--- config.mk ---
export PLATFORM = sky130hd
export DESIGN_NAME = reduced_sha256_tail_difference_unit
export DESIGN_NICKNAME = d
export VERILOG_FILES = /design/src/rsha_pkg.sv /design/src/reduced_sha256_tail_difference_unit.sv
export SDC_FILE = /design/constraint.sdc
export NUM_CORES = 1
export LEC_CHECK = 0
export BUFFER_PORTS_ARGS = -buffer_cell sky130_fd_sc_hd__buf_2
export CORE_MARGIN = 8
export CORE_UTILIZATION = 35
export DETAILED_ROUTE_END_ITERATION = 7
export PLACE_DENSITY = 0.55
export SLEW_MARGIN = 20
export SYNTH_ARGS = -nofsm -noshare
export SYNTH_HDL_FRONTEND = slang
export SYNTH_SLANG_ARGS = --single-unit
--- constraint.sdc ---
create_clock -name i_clk -period 14.3 [get_ports i_clk]
set_clock_uncertainty 0.05 [all_clocks]
set_input_delay 2.86 -clock i_clk [delete_from_list [all_inputs] [get_ports i_clk]]
set_output_delay 2.86 -clock i_clk [all_outputs]
set_load 0.05 [all_outputs]
--- src/rsha_pkg.sv ---
package rsha_pkg;

    localparam int WORD_BITS  = 4;
    localparam int ROUNDS     = 7;
    localparam int REGS       = 8;
    localparam int PRIOR_BITS = 28;

    typedef logic [WORD_BITS-1:0]       t_word;
    typedef t_word [REGS-1:0]           t_regs;
    typedef t_word [ROUNDS-1:0]         t_sched;

    typedef struct packed {
        t_regs  regs;
        t_sched w;
    } t_msg;

    typedef t_msg [1:0] t_stage;

    typedef enum logic [1:0] {
        CFG_FIRST_START  = 2'd0,
        CFG_SECOND_START = 2'd1,
        CFG_FIRST_PRIOR  = 2'd2,
        CFG_SECOND_PRIOR = 2'd3
    } t_cfg_index;

    // low nibbles of K[57..63]
    localparam t_word ROUND_K [ROUNDS] = '{
        4'hf, 4'h4, 4'h8, 4'ha, 4'hb, 4'h7, 4'h2
    };

    function automatic t_word rotr(t_word x, int k);
        return t_word'((x >> k) | (x << (WORD_BITS - k)));
    endfunction

    function automatic t_word big_sig0(t_word x);
        return rotr(x, 1) ^ rotr(x, 2) ^ rotr(x, 3);
    endfunction

    // rotr1 ^ rotr1 cancels, leaving rotr3
    function automatic t_word big_sig1(t_word x);
        return rotr(x, 3);
    endfunction

    function automatic t_word small_sig0(t_word x);
        return rotr(x, 1) ^ rotr(x, 2) ^ (x >> 1);
    endfunction

    function automatic t_word small_sig1(t_word x);
        return x >> 1;
    endfunction

    // prior nibbles: 0=W45 1=W46 2=W47 3=W48 4=W54 5=W55 6=W56
    function automatic t_sched expand(t_sched prior, logic [4*WORD_BITS-1:0] free_w);
        t_sched w;
        for (int i = 0; i < 4; i++) begin
            w[i] = free_w[i*WORD_BITS +: WORD_BITS];
        end
        w[4] = small_sig1(w[2]) + prior[4] + small_sig0(prior[1]) + prior[0];
        w[5] = small_sig1(w[3]) + prior[5] + small_sig0(prior[2]) + prior[1];
        w[6] = small_sig1(w[4]) + prior[6] + small_sig0(prior[3]) + prior[2];
        w[ROUNDS-1] = w[6];
        return w;
    endfunction

    function automatic t_regs round_fn(t_regs r, t_word k, t_word w);
        t_regs q;
        t_word t1;
        t_word t2;
        t_word ch;
        t_word mj;
        ch = (r[4] & r[5]) ^ (~r[4] & r[6]);
        mj = (r[0] & r[1]) ^ (r[0] & r[2]) ^ (r[1] & r[2]);
        t1 = r[7] + big_sig1(r[4]) + ch + k + w;
        t2 = big_sig0(r[0]) + mj;
        q[7] = r[6];
        q[6] = r[5];
        q[5] = r[4];
        q[4] = r[3] + t1;
        q[3] = r[2];
        q[2] = r[1];
        q[1] = r[0];
        q[0] = t1 + t2;
        return q;
    endfunction

endpackage

--- src/reduced_sha256_tail_difference_unit.sv ---
// Reduced-width SHA-256 tail difference. Each input transfer carries the
// four free schedule words (57..60) of two messages; the unit extends both
// schedules to word 63, runs rounds 57..63 at 4-bit width from the
// configured start states and returns the XOR of the two final register
// sets a..h. One item is accepted per clock while the output is not stalled.
// One stage builds the schedules, six stages each run one round, and the
// output register runs the last round and forms the difference. Each stage
// holds its item while the next one cannot take it, so bubbles are squeezed out
// during output stalls. Configuration is written through a separate channel
// that is always ready and must only be used while no item is in flight.
module reduced_sha256_tail_difference_unit
    import rsha_pkg::*;
(
    input  logic        i_clk,
    input  logic        i_rst_n,
    input  logic        s_axis_tvalid,
    output logic        s_axis_tready,
    input  logic [31:0] s_axis_tdata,   // free_words[31:0]
    output logic        m_axis_tvalid,
    input  logic        m_axis_tready,
    output logic [31:0] m_axis_tdata,   // register_difference[31:0]
    input  logic        i_cfg_valid,
    output logic        o_cfg_ready,
    input  logic [1:0]  i_cfg_index,
    input  logic [31:0] i_cfg_data
);

    localparam int STAGES = ROUNDS;   // stage 0 schedule, stages 1..6 rounds

    logic [31:0]           r_start [2];
    logic [PRIOR_BITS-1:0] r_prior [2];

    logic [STAGES-1:0] r_v;
    t_stage            r_st  [STAGES];
    t_stage            n_st  [STAGES];
    logic [STAGES:0]   w_rdy;

    logic        r_out_v;
    logic [31:0] r_out_diff;
    logic [31:0] n_out_diff;

    assign o_cfg_ready = 1'b1;

    always_ff @(posedge i_clk) begin
        if (!i_rst_n) begin
            r_start[0] <= '0;
            r_start[1] <= '0;
            r_prior[0] <= '0;
            r_prior[1] <= '0;
        end else if (i_cfg_valid) begin
            case (t_cfg_index'(i_cfg_index))
                CFG_FIRST_START:  r_start[0] <= i_cfg_data;
                CFG_SECOND_START: r_start[1] <= i_cfg_data;
                CFG_FIRST_PRIOR:  r_prior[0] <= i_cfg_data[PRIOR_BITS-1:0];
                CFG_SECOND_PRIOR: r_prior[1] <= i_cfg_data[PRIOR_BITS-1:0];
                default: ;
            endcase
        end
    end

    // a stage may load when empty or when its content moves on
    always_comb begin
        w_rdy[STAGES] = !r_out_v || m_axis_tready;
        for (int i = STAGES - 1; i >= 0; i--) begin
            w_rdy[i] = !r_v[i] || w_rdy[i+1];
        end
    end
    assign s_axis_tready = w_rdy[0];

    always_comb begin
        for (int m = 0; m < 2; m++) begin
            n_st[0][m].w    = expand(t_sched'(r_prior[m]), s_axis_tdata[16*m +: 16]);
            n_st[0][m].regs = t_regs'(r_start[m]);
        end
        for (int i = 1; i < STAGES; i++) begin
            for (int m = 0; m < 2; m++) begin
                n_st[i][m].w    = r_st[i-1][m].w;
                n_st[i][m].regs = round_fn(r_st[i-1][m].regs, ROUND_K[i-1],
                                           r_st[i-1][m].w[i-1]);
            end
        end
    end

    always_comb begin
        t_regs fin0;
        t_regs fin1;
        fin0 = round_fn(r_st[STAGES-1][0].regs, ROUND_K[ROUNDS-1],
                        r_st[STAGES-1][0].w[ROUNDS-1]);
        fin1 = round_fn(r_st[STAGES-1][1].regs, ROUND_K[ROUNDS-1],
                        r_st[STAGES-1][1].w[ROUNDS-1]);
        n_out_diff = 32'(fin0 ^ fin1);
    end

    always_ff @(posedge i_clk) begin
        if (!i_rst_n) begin
            r_v     <= '0;
            r_out_v <= 1'b0;
        end else begin
            if (w_rdy[0]) r_v[0] <= s_axis_tvalid;
            for (int i = 1; i < STAGES; i++) begin
                if (w_rdy[i]) r_v[i] <= r_v[i-1];
            end
            if (w_rdy[STAGES]) r_out_v <= r_v[STAGES-1];
        end
    end

    // payload: load only on a real transfer into the stage
    always_ff @(posedge i_clk) begin
        if (w_rdy[0] && s_axis_tvalid) r_st[0] <= n_st[0];
        for (int i = 1; i < STAGES; i++) begin
            if (w_rdy[i] && r_v[i-1]) r_st[i] <= n_st[i];
        end
        if (w_rdy[STAGES] && r_v[STAGES-1]) r_out_diff <= n_out_diff;
    end

    assign m_axis_tvalid = r_out_v;
    assign m_axis_tdata  = r_out_diff;

`ifndef SYNTHESIS
    a_empty_head_ready: assert property (@(posedge i_clk) disable iff (!i_rst_n)
        !r_v[0] |-> s_axis_tready)
        else $error("input not ready with empty first stage");

    a_accept_fills_head: assert property (@(posedge i_clk) disable iff (!i_rst_n)
        s_axis_tvalid && s_axis_tready |=> r_v[0])
        else $error("accepted transfer not held in first stage");

    a_head_holds: assert property (@(posedge i_clk) disable iff (!i_rst_n)
        r_v[0] && !w_rdy[1] |=> r_v[0] && $stable(r_st[0]))
        else $error("stalled first stage lost its item");

    a_tail_to_out: assert property (@(posedge i_clk) disable iff (!i_rst_n)
        r_v[STAGES-1] && w_rdy[STAGES] |=> m_axis_tvalid)
        else $error("last stage item did not reach the output");
`endif

endmodule

Yosys cells after proc, flatten, opt, wreduce, memory -nomap -nowiden
Memory sizes are Yosys's and may differ from the RTL's.
Cells that the tools add are included.
Widths: inputs -> output; s select.
{"block": "word_totals", "regBits": 40, "mem_bits_rw": 960, "in_bits": 71, "out_inout_bits": 35, "wordCells": 430, "memories": 3}
{"block": "op_classes", "n_addsub": 116, "eq_ne": 3, "muxes": 35, "bitwise_logic": 239, "reduce_logical": 25}
{"memory": "r_st", "words": 7, "word_bits": 120, "rd": 7, "rd_ports_with_merged_regs": 0, "write_ports": 7, "line_no": "reduced_sha256_tail_difference_unit.sv:34", "source": "t_stage r_st [STAGES];"}
{"memory": "r_start", "words": 2, "word_bits": 32, "rd": 2, "rd_ports_with_merged_regs": 0, "write_ports": 2, "line_no": "reduced_sha256_tail_difference_unit.sv:30", "source": "logic [31:0] r_start [2];"}
{"memory": "r_prior", "words": 2, "word_bits": 28, "rd": 2, "rd_ports_with_merged_regs": 0, "write_ports": 2, "line_no": "reduced_sha256_tail_difference_unit.sv:31", "source": "logic [PRIOR_BITS-1:0] r_prior [2];"}
{"operator": "$add 4x4->4", "n": 96}
{"operator": "$xor 4x4->4", "n": 76}
{"operator": "$and 4x4->4", "n": 70}
{"operator": "$or 1x4->4", "n": 28}
{"operator": "$or 2x4->4", "n": 20}
{"operator": "$or 3x4->4", "n": 20}
{"operator": "$mux 32", "n": 2}
{"operator": "$mux 28", "n": 2}
{"operator": "$not 4->4", "n": 14}
{"operator": "$add 4x4->4 const B", "n": 8}
{"operator": "$xor 32x32->32", "n": 1}
{"operator": "$mux 1", "n": 31}
{"operator": "$add 3x4->4", "n": 6}
{"operator": "$xor 4x3->4", "n": 6}
{"operator": "$add 4x3->4 const B", "n": 4}
{"operator": "$add 4x2->4 const B", "n": 2}
{"operator": "$logic_and 1x1->1", "n": 8}
{"operator": "$logic_not 1->1", "n": 8}
{"operator": "$logic_or 1x1->1", "n": 8}
{"operator": "$eq 2x2->1 const B", "n": 2}
{"operator": "$or 1x1->1", "n": 4}
{"operator": "$eq 2x1->1 const B", "n": 1}
{"operator": "$logic_not 2->1", "n": 1}

Longest topological paths before layout
{"block": "logic_depth", "ltp_word": 12, "ltp_mapped": 18, "depth_no_buf": 18}

Worst setup path after synthesis
Ideal clock, no wire load.
{"block": "synth_path", "path_type": "input to register", "startpoint": "in m_axis_tready", "endpoint": "mem r_st[1][100] (netlist bit), enable pin", "setup_time_ns": 0.753, "arrival_ns": 11.624, "t_required_ns": 13.497, "path_slack_ns": 1.873, "cell_stages": 4, "path_buffers": 0, "path_cell_list": "and4b_1 > and3_1 > and2_0 > a21boi_0"}
{"item": "start, declared", "line_no": "reduced_sha256_tail_difference_unit.sv:20", "source": "input logic m_axis_tready,"}
{"item": "end, declared", "line_no": "reduced_sha256_tail_difference_unit.sv:34"}

Worst setup path after layout
{"block": "layout_path", "startpoint": "in m_axis_tready", "endpoint": "out s_axis_tready"}
{"block": "layout_between", "elab_chain_len": 8}
{"item": "$logic_or 1x1->1", "line_no": "reduced_sha256_tail_difference_unit.sv:63", "source": "w_rdy[STAGES] = !r_out_v || m_axis_tready;"}
{"item": "$logic_or 1x1->1 (7 in a row)", "line_no": "reduced_sha256_tail_difference_unit.sv:65", "source": "w_rdy[i] = !r_v[i] || w_rdy[i+1];"}
{"item": "end, declared", "line_no": "reduced_sha256_tail_difference_unit.sv:17", "source": "output logic s_axis_tready,"}
No other way between the ends.

==> flow_metrics.py <==
metrics = {
    "sta": {
        "maxSlewHeadroom_pct": 32.10,
        "worst_hold_slack_ps": 356.9,
        "tightestPinTransition_ps": 1018,
        "setup-tns-final_ps": 0,
        "finalMaxSlewViolations": 0,
        "postLayoutSetupSlackWorst_ps": 6420,
        "min_period_ps": 7880,
        "max_clock_freq_mhz": 126.9,
        "finalHoldViolations": 0,
        "setup_viol": 0,
        "rsz_0062_raised_after_global_routing": "no",
        "post-route-period-util_pct": 55.10,
    },
    "pwr": {
        "fraction_of_power_consumed_by_the_clock_network_pct": 30.1,
        "share_comb_of_total_power_pct": 26.4,
        "design_power_total_mw": 7.320,
        "static-leakage-power_nw": 15.07,
        "p_switching_mw": 2.038,
        "power.internal_mw": 5.283,
        "power_density_mw_per_mm2": 176.9,
        "sw_frac_of_total_pct": 27.83,
        "seq_power_share_pct": 43.5,
        "vdd_ir_drop_max_uv": 122.0,
    },
    "yosys": {
        "asyncSetResetFlopFracSynth_pct": 0,
        "synth-main-ff-cell": "edfxtp_1",
        "synthMostInstantiatedCell": "edfxtp_1",
        "netlist_top_cells_count": "edfxtp_1, inv_1, xnor2_1",
        "netlist_top_cells_area": "edfxtp_1, fa_1, xnor2_1",
        "yosysTopAreaCell": "edfxtp_1",
        "ys_types": 29,
        "ys_ff_latch": 832,
        "yosysWarnings": 0,
        "synthesized_nets": 2384,
        "number_of_synthesized_flops_with_an_enable_pin": 824,
        "synth.avg_cell_area_um2": 18.07,
        "synthesis.area_mm2": 0.03613,
        "netlist_instances": 1999,
        "synth_top_cell_area_share_pct": 68.49,
        "yosysSeqAreaShare_pct": 68.93,
    },
    "cts": {
        "clock_latency_ps": 650,
        "cts_inserted_buffers": 87,
        "post_cts.repair.setup_buffers": 0,
        "cts.sink_count": 832,
        "clockBufferDepth": 3,
        "cts_resized": 0,
        "ctsHoldBuffers": 0,
        "tritoncts_clock_tree": "yes",
        "htree_levels": 3,
        "worst_setup_hold_path_clk_slew_ps": 70,
        "cts.root.buffer_cell": "clkbuf_16",
    },
    "floorplan": {
        "initial_core_utilization_pct": 35.11,
        "die_height_um": 337.3,
        "rows": 118,
        "die_width_um": 337.3,
        "fp.dieArea_mm2": 0.1138,
        "design.portCount": 106,
        "core_area_mm2": 0.1029,
    },
    "grt": {
        "grt_max_degree": 97,
        "grt_overflow": 0,
        "number_of_antenna_violations_at_the_first_check_in_global_routing": 0,
        "grt_first_pass_wirelength_mm": 103.9,
        "grtUsageTotal_pct": 12.06,
        "first_global_vias": 17121,
    },
    "placed_design": {
        "io_buffer_count": 104,
        "hpwl_reported_at_the_end_of_detailed_placement_mm": 52.33,
        "pre_cts_ws_ps": 6461,
        "gp_congestion": 0.8607,
    },
    "critical_path": {
        "type_of_element_launching_the_critical_path": "primary input",
        "critical_path_class": "in -> out",
        "critPathRequiredTime_ps": 11390,
        "critical_path_arrival_ps": 4970,
        "crit_fanout": 6,
        "end_kind": "primary output",
    },
    "hold_path": {
        "holdCritPathClass": "reg -> reg",
    },
    "detailed_routing": {
        "drt_antenna_net_count": 0,
        "dr.first_iter.drc_count": 784,
        "drt-vias-per-instance": 4.255,
        "drt_pass_1_iters": 5,
        "detail_route.wl_per_cell_um": 18.58,
        "drc": 0,
        "dr_total_vias": 15529,
        "wirelength_routed_mm": 67.82,
    },
    "layout": {
        "drive_above_1_share_pct": 12.43,
        "multiInputGateArea_mm2": 0.01035,
        "final.fill_count": 9277,
        "synthToLayoutAreaGrowth_pct": 14.54,
        "ff_latch_area_mm2": 0.02490,
        "fin_util_pct": 40.21,
        "final_nets": 2584,
    },
    "outcome": {
        "status": "finished clean",
    },
    "job": {
        "max_cap_viol_count": 0,
    },
}
==> per-layer routing <==
| layer | vias up | GRT usage [%] | wire [µm] |
|---|---|---|---|
| met1 | 7691 | 15.80 | 30470 |
| met4 | 0 | 4.758 | 2449 |
| met5 | - | 0 | 0 |
| met3 | 139 | 2.102 | 2599 |
| li1 | 7417 | - | - |
| met2 | 282 | 19.94 | 32300 |
==> critical path, stage by stage <==
cell	delay, ps
buf_2	140
and4b_1	440
and3_1	330
and2_0	540
nand3_1	340
buf_2	310
==> sequential cells by signal, summed over array words and instances (netlist names) <==
| register | cells |
|---|---|
| r_v | 7 |
| r_start | 64 |
| m_axis_tvalid | 1 |
| r_st | 672 |
| r_prior | 56 |
| m_axis_tdata | 32 |
==> power groups by stage <==
stage,logic (mW),registers (mW),clock network (mW)
6_report,1.93,3.18,2.20
5_1_grt,2.20,3.20,2.36
4_1_cts,1.99,3.19,2.27
3_5_place_dp,1.97,3.24,0
3_3_place_gp,1.93,3.24,0
2_1_floorplan,1.54,3.19,0
==> final timing paths <==
kind	slack [ps]	start	cells past startpoint	end
setup reg to reg	9450	r_st[4][45]$_DFFE_PP_	16	r_st[5][31]$_DFFE_PP_
hold reg to reg	360	r_start[0][40]$_DFFE_PP_	0	r_st[0][96]$_DFFE_PP_
setup / recovery	6420	m_axis_tready	6	s_axis_tready
hold / removal	360	r_start[0][40]$_DFFE_PP_	0	r_st[0][96]$_DFFE_PP_
==> through the flow <==
step                      cells  instance area, µm²
after floorplan            1999               36130
after global placement     3489               38540
after detailed placement   3490               38560
after CTS                  3649               41370
after global routing       3649               41380
final                      3650               41380
==> cells in the final DEF (no fill, tap or decap), types with 18 or more instances in the layout <==
cell,instances
a21o_1,31
ha_1,136
mux2_2,22
fa_1,178
clkbuf_1,18
buf_2,104
xor2_1,98
xnor2_1,239
and2_1,60
a21oi_1,20
clkbuf_16,88
edfxtp_1,824
maj3_1,41
mux2i_1,34
clkinv_2,21
inv_1,245
==> cell families after synthesis <==
| kind of cell | synth area share (%) |
|---|---|
| AND/OR/NAND/NOR | 1.365 |
| adder cells (fa/ha/maj) | 15.71 |
| XOR/XNOR | 8.419 |
| other | 0.01038 |
| multiplexers | 1.628 |
| flip-flops | 68.93 |
| AO/OA/AOI/OAI | 1.264 |
| buffers and inverters | 2.670 |
==> layout make-up <==
cell class | count | area share (%)
Sequential cell | 832 | 60.19
Antenna cell | 1 | 0.006048
Clock inverter | 53 | 1.297
Timing Repair Buffer | 121 | 1.615
Tap cell | 1380 | 4.173
Inverter | 246 | 2.232
Clock buffer | 106 | 5.485
Multi-Input combinational cell | 911 | 25.01
(Power assumes the default switching activity.)
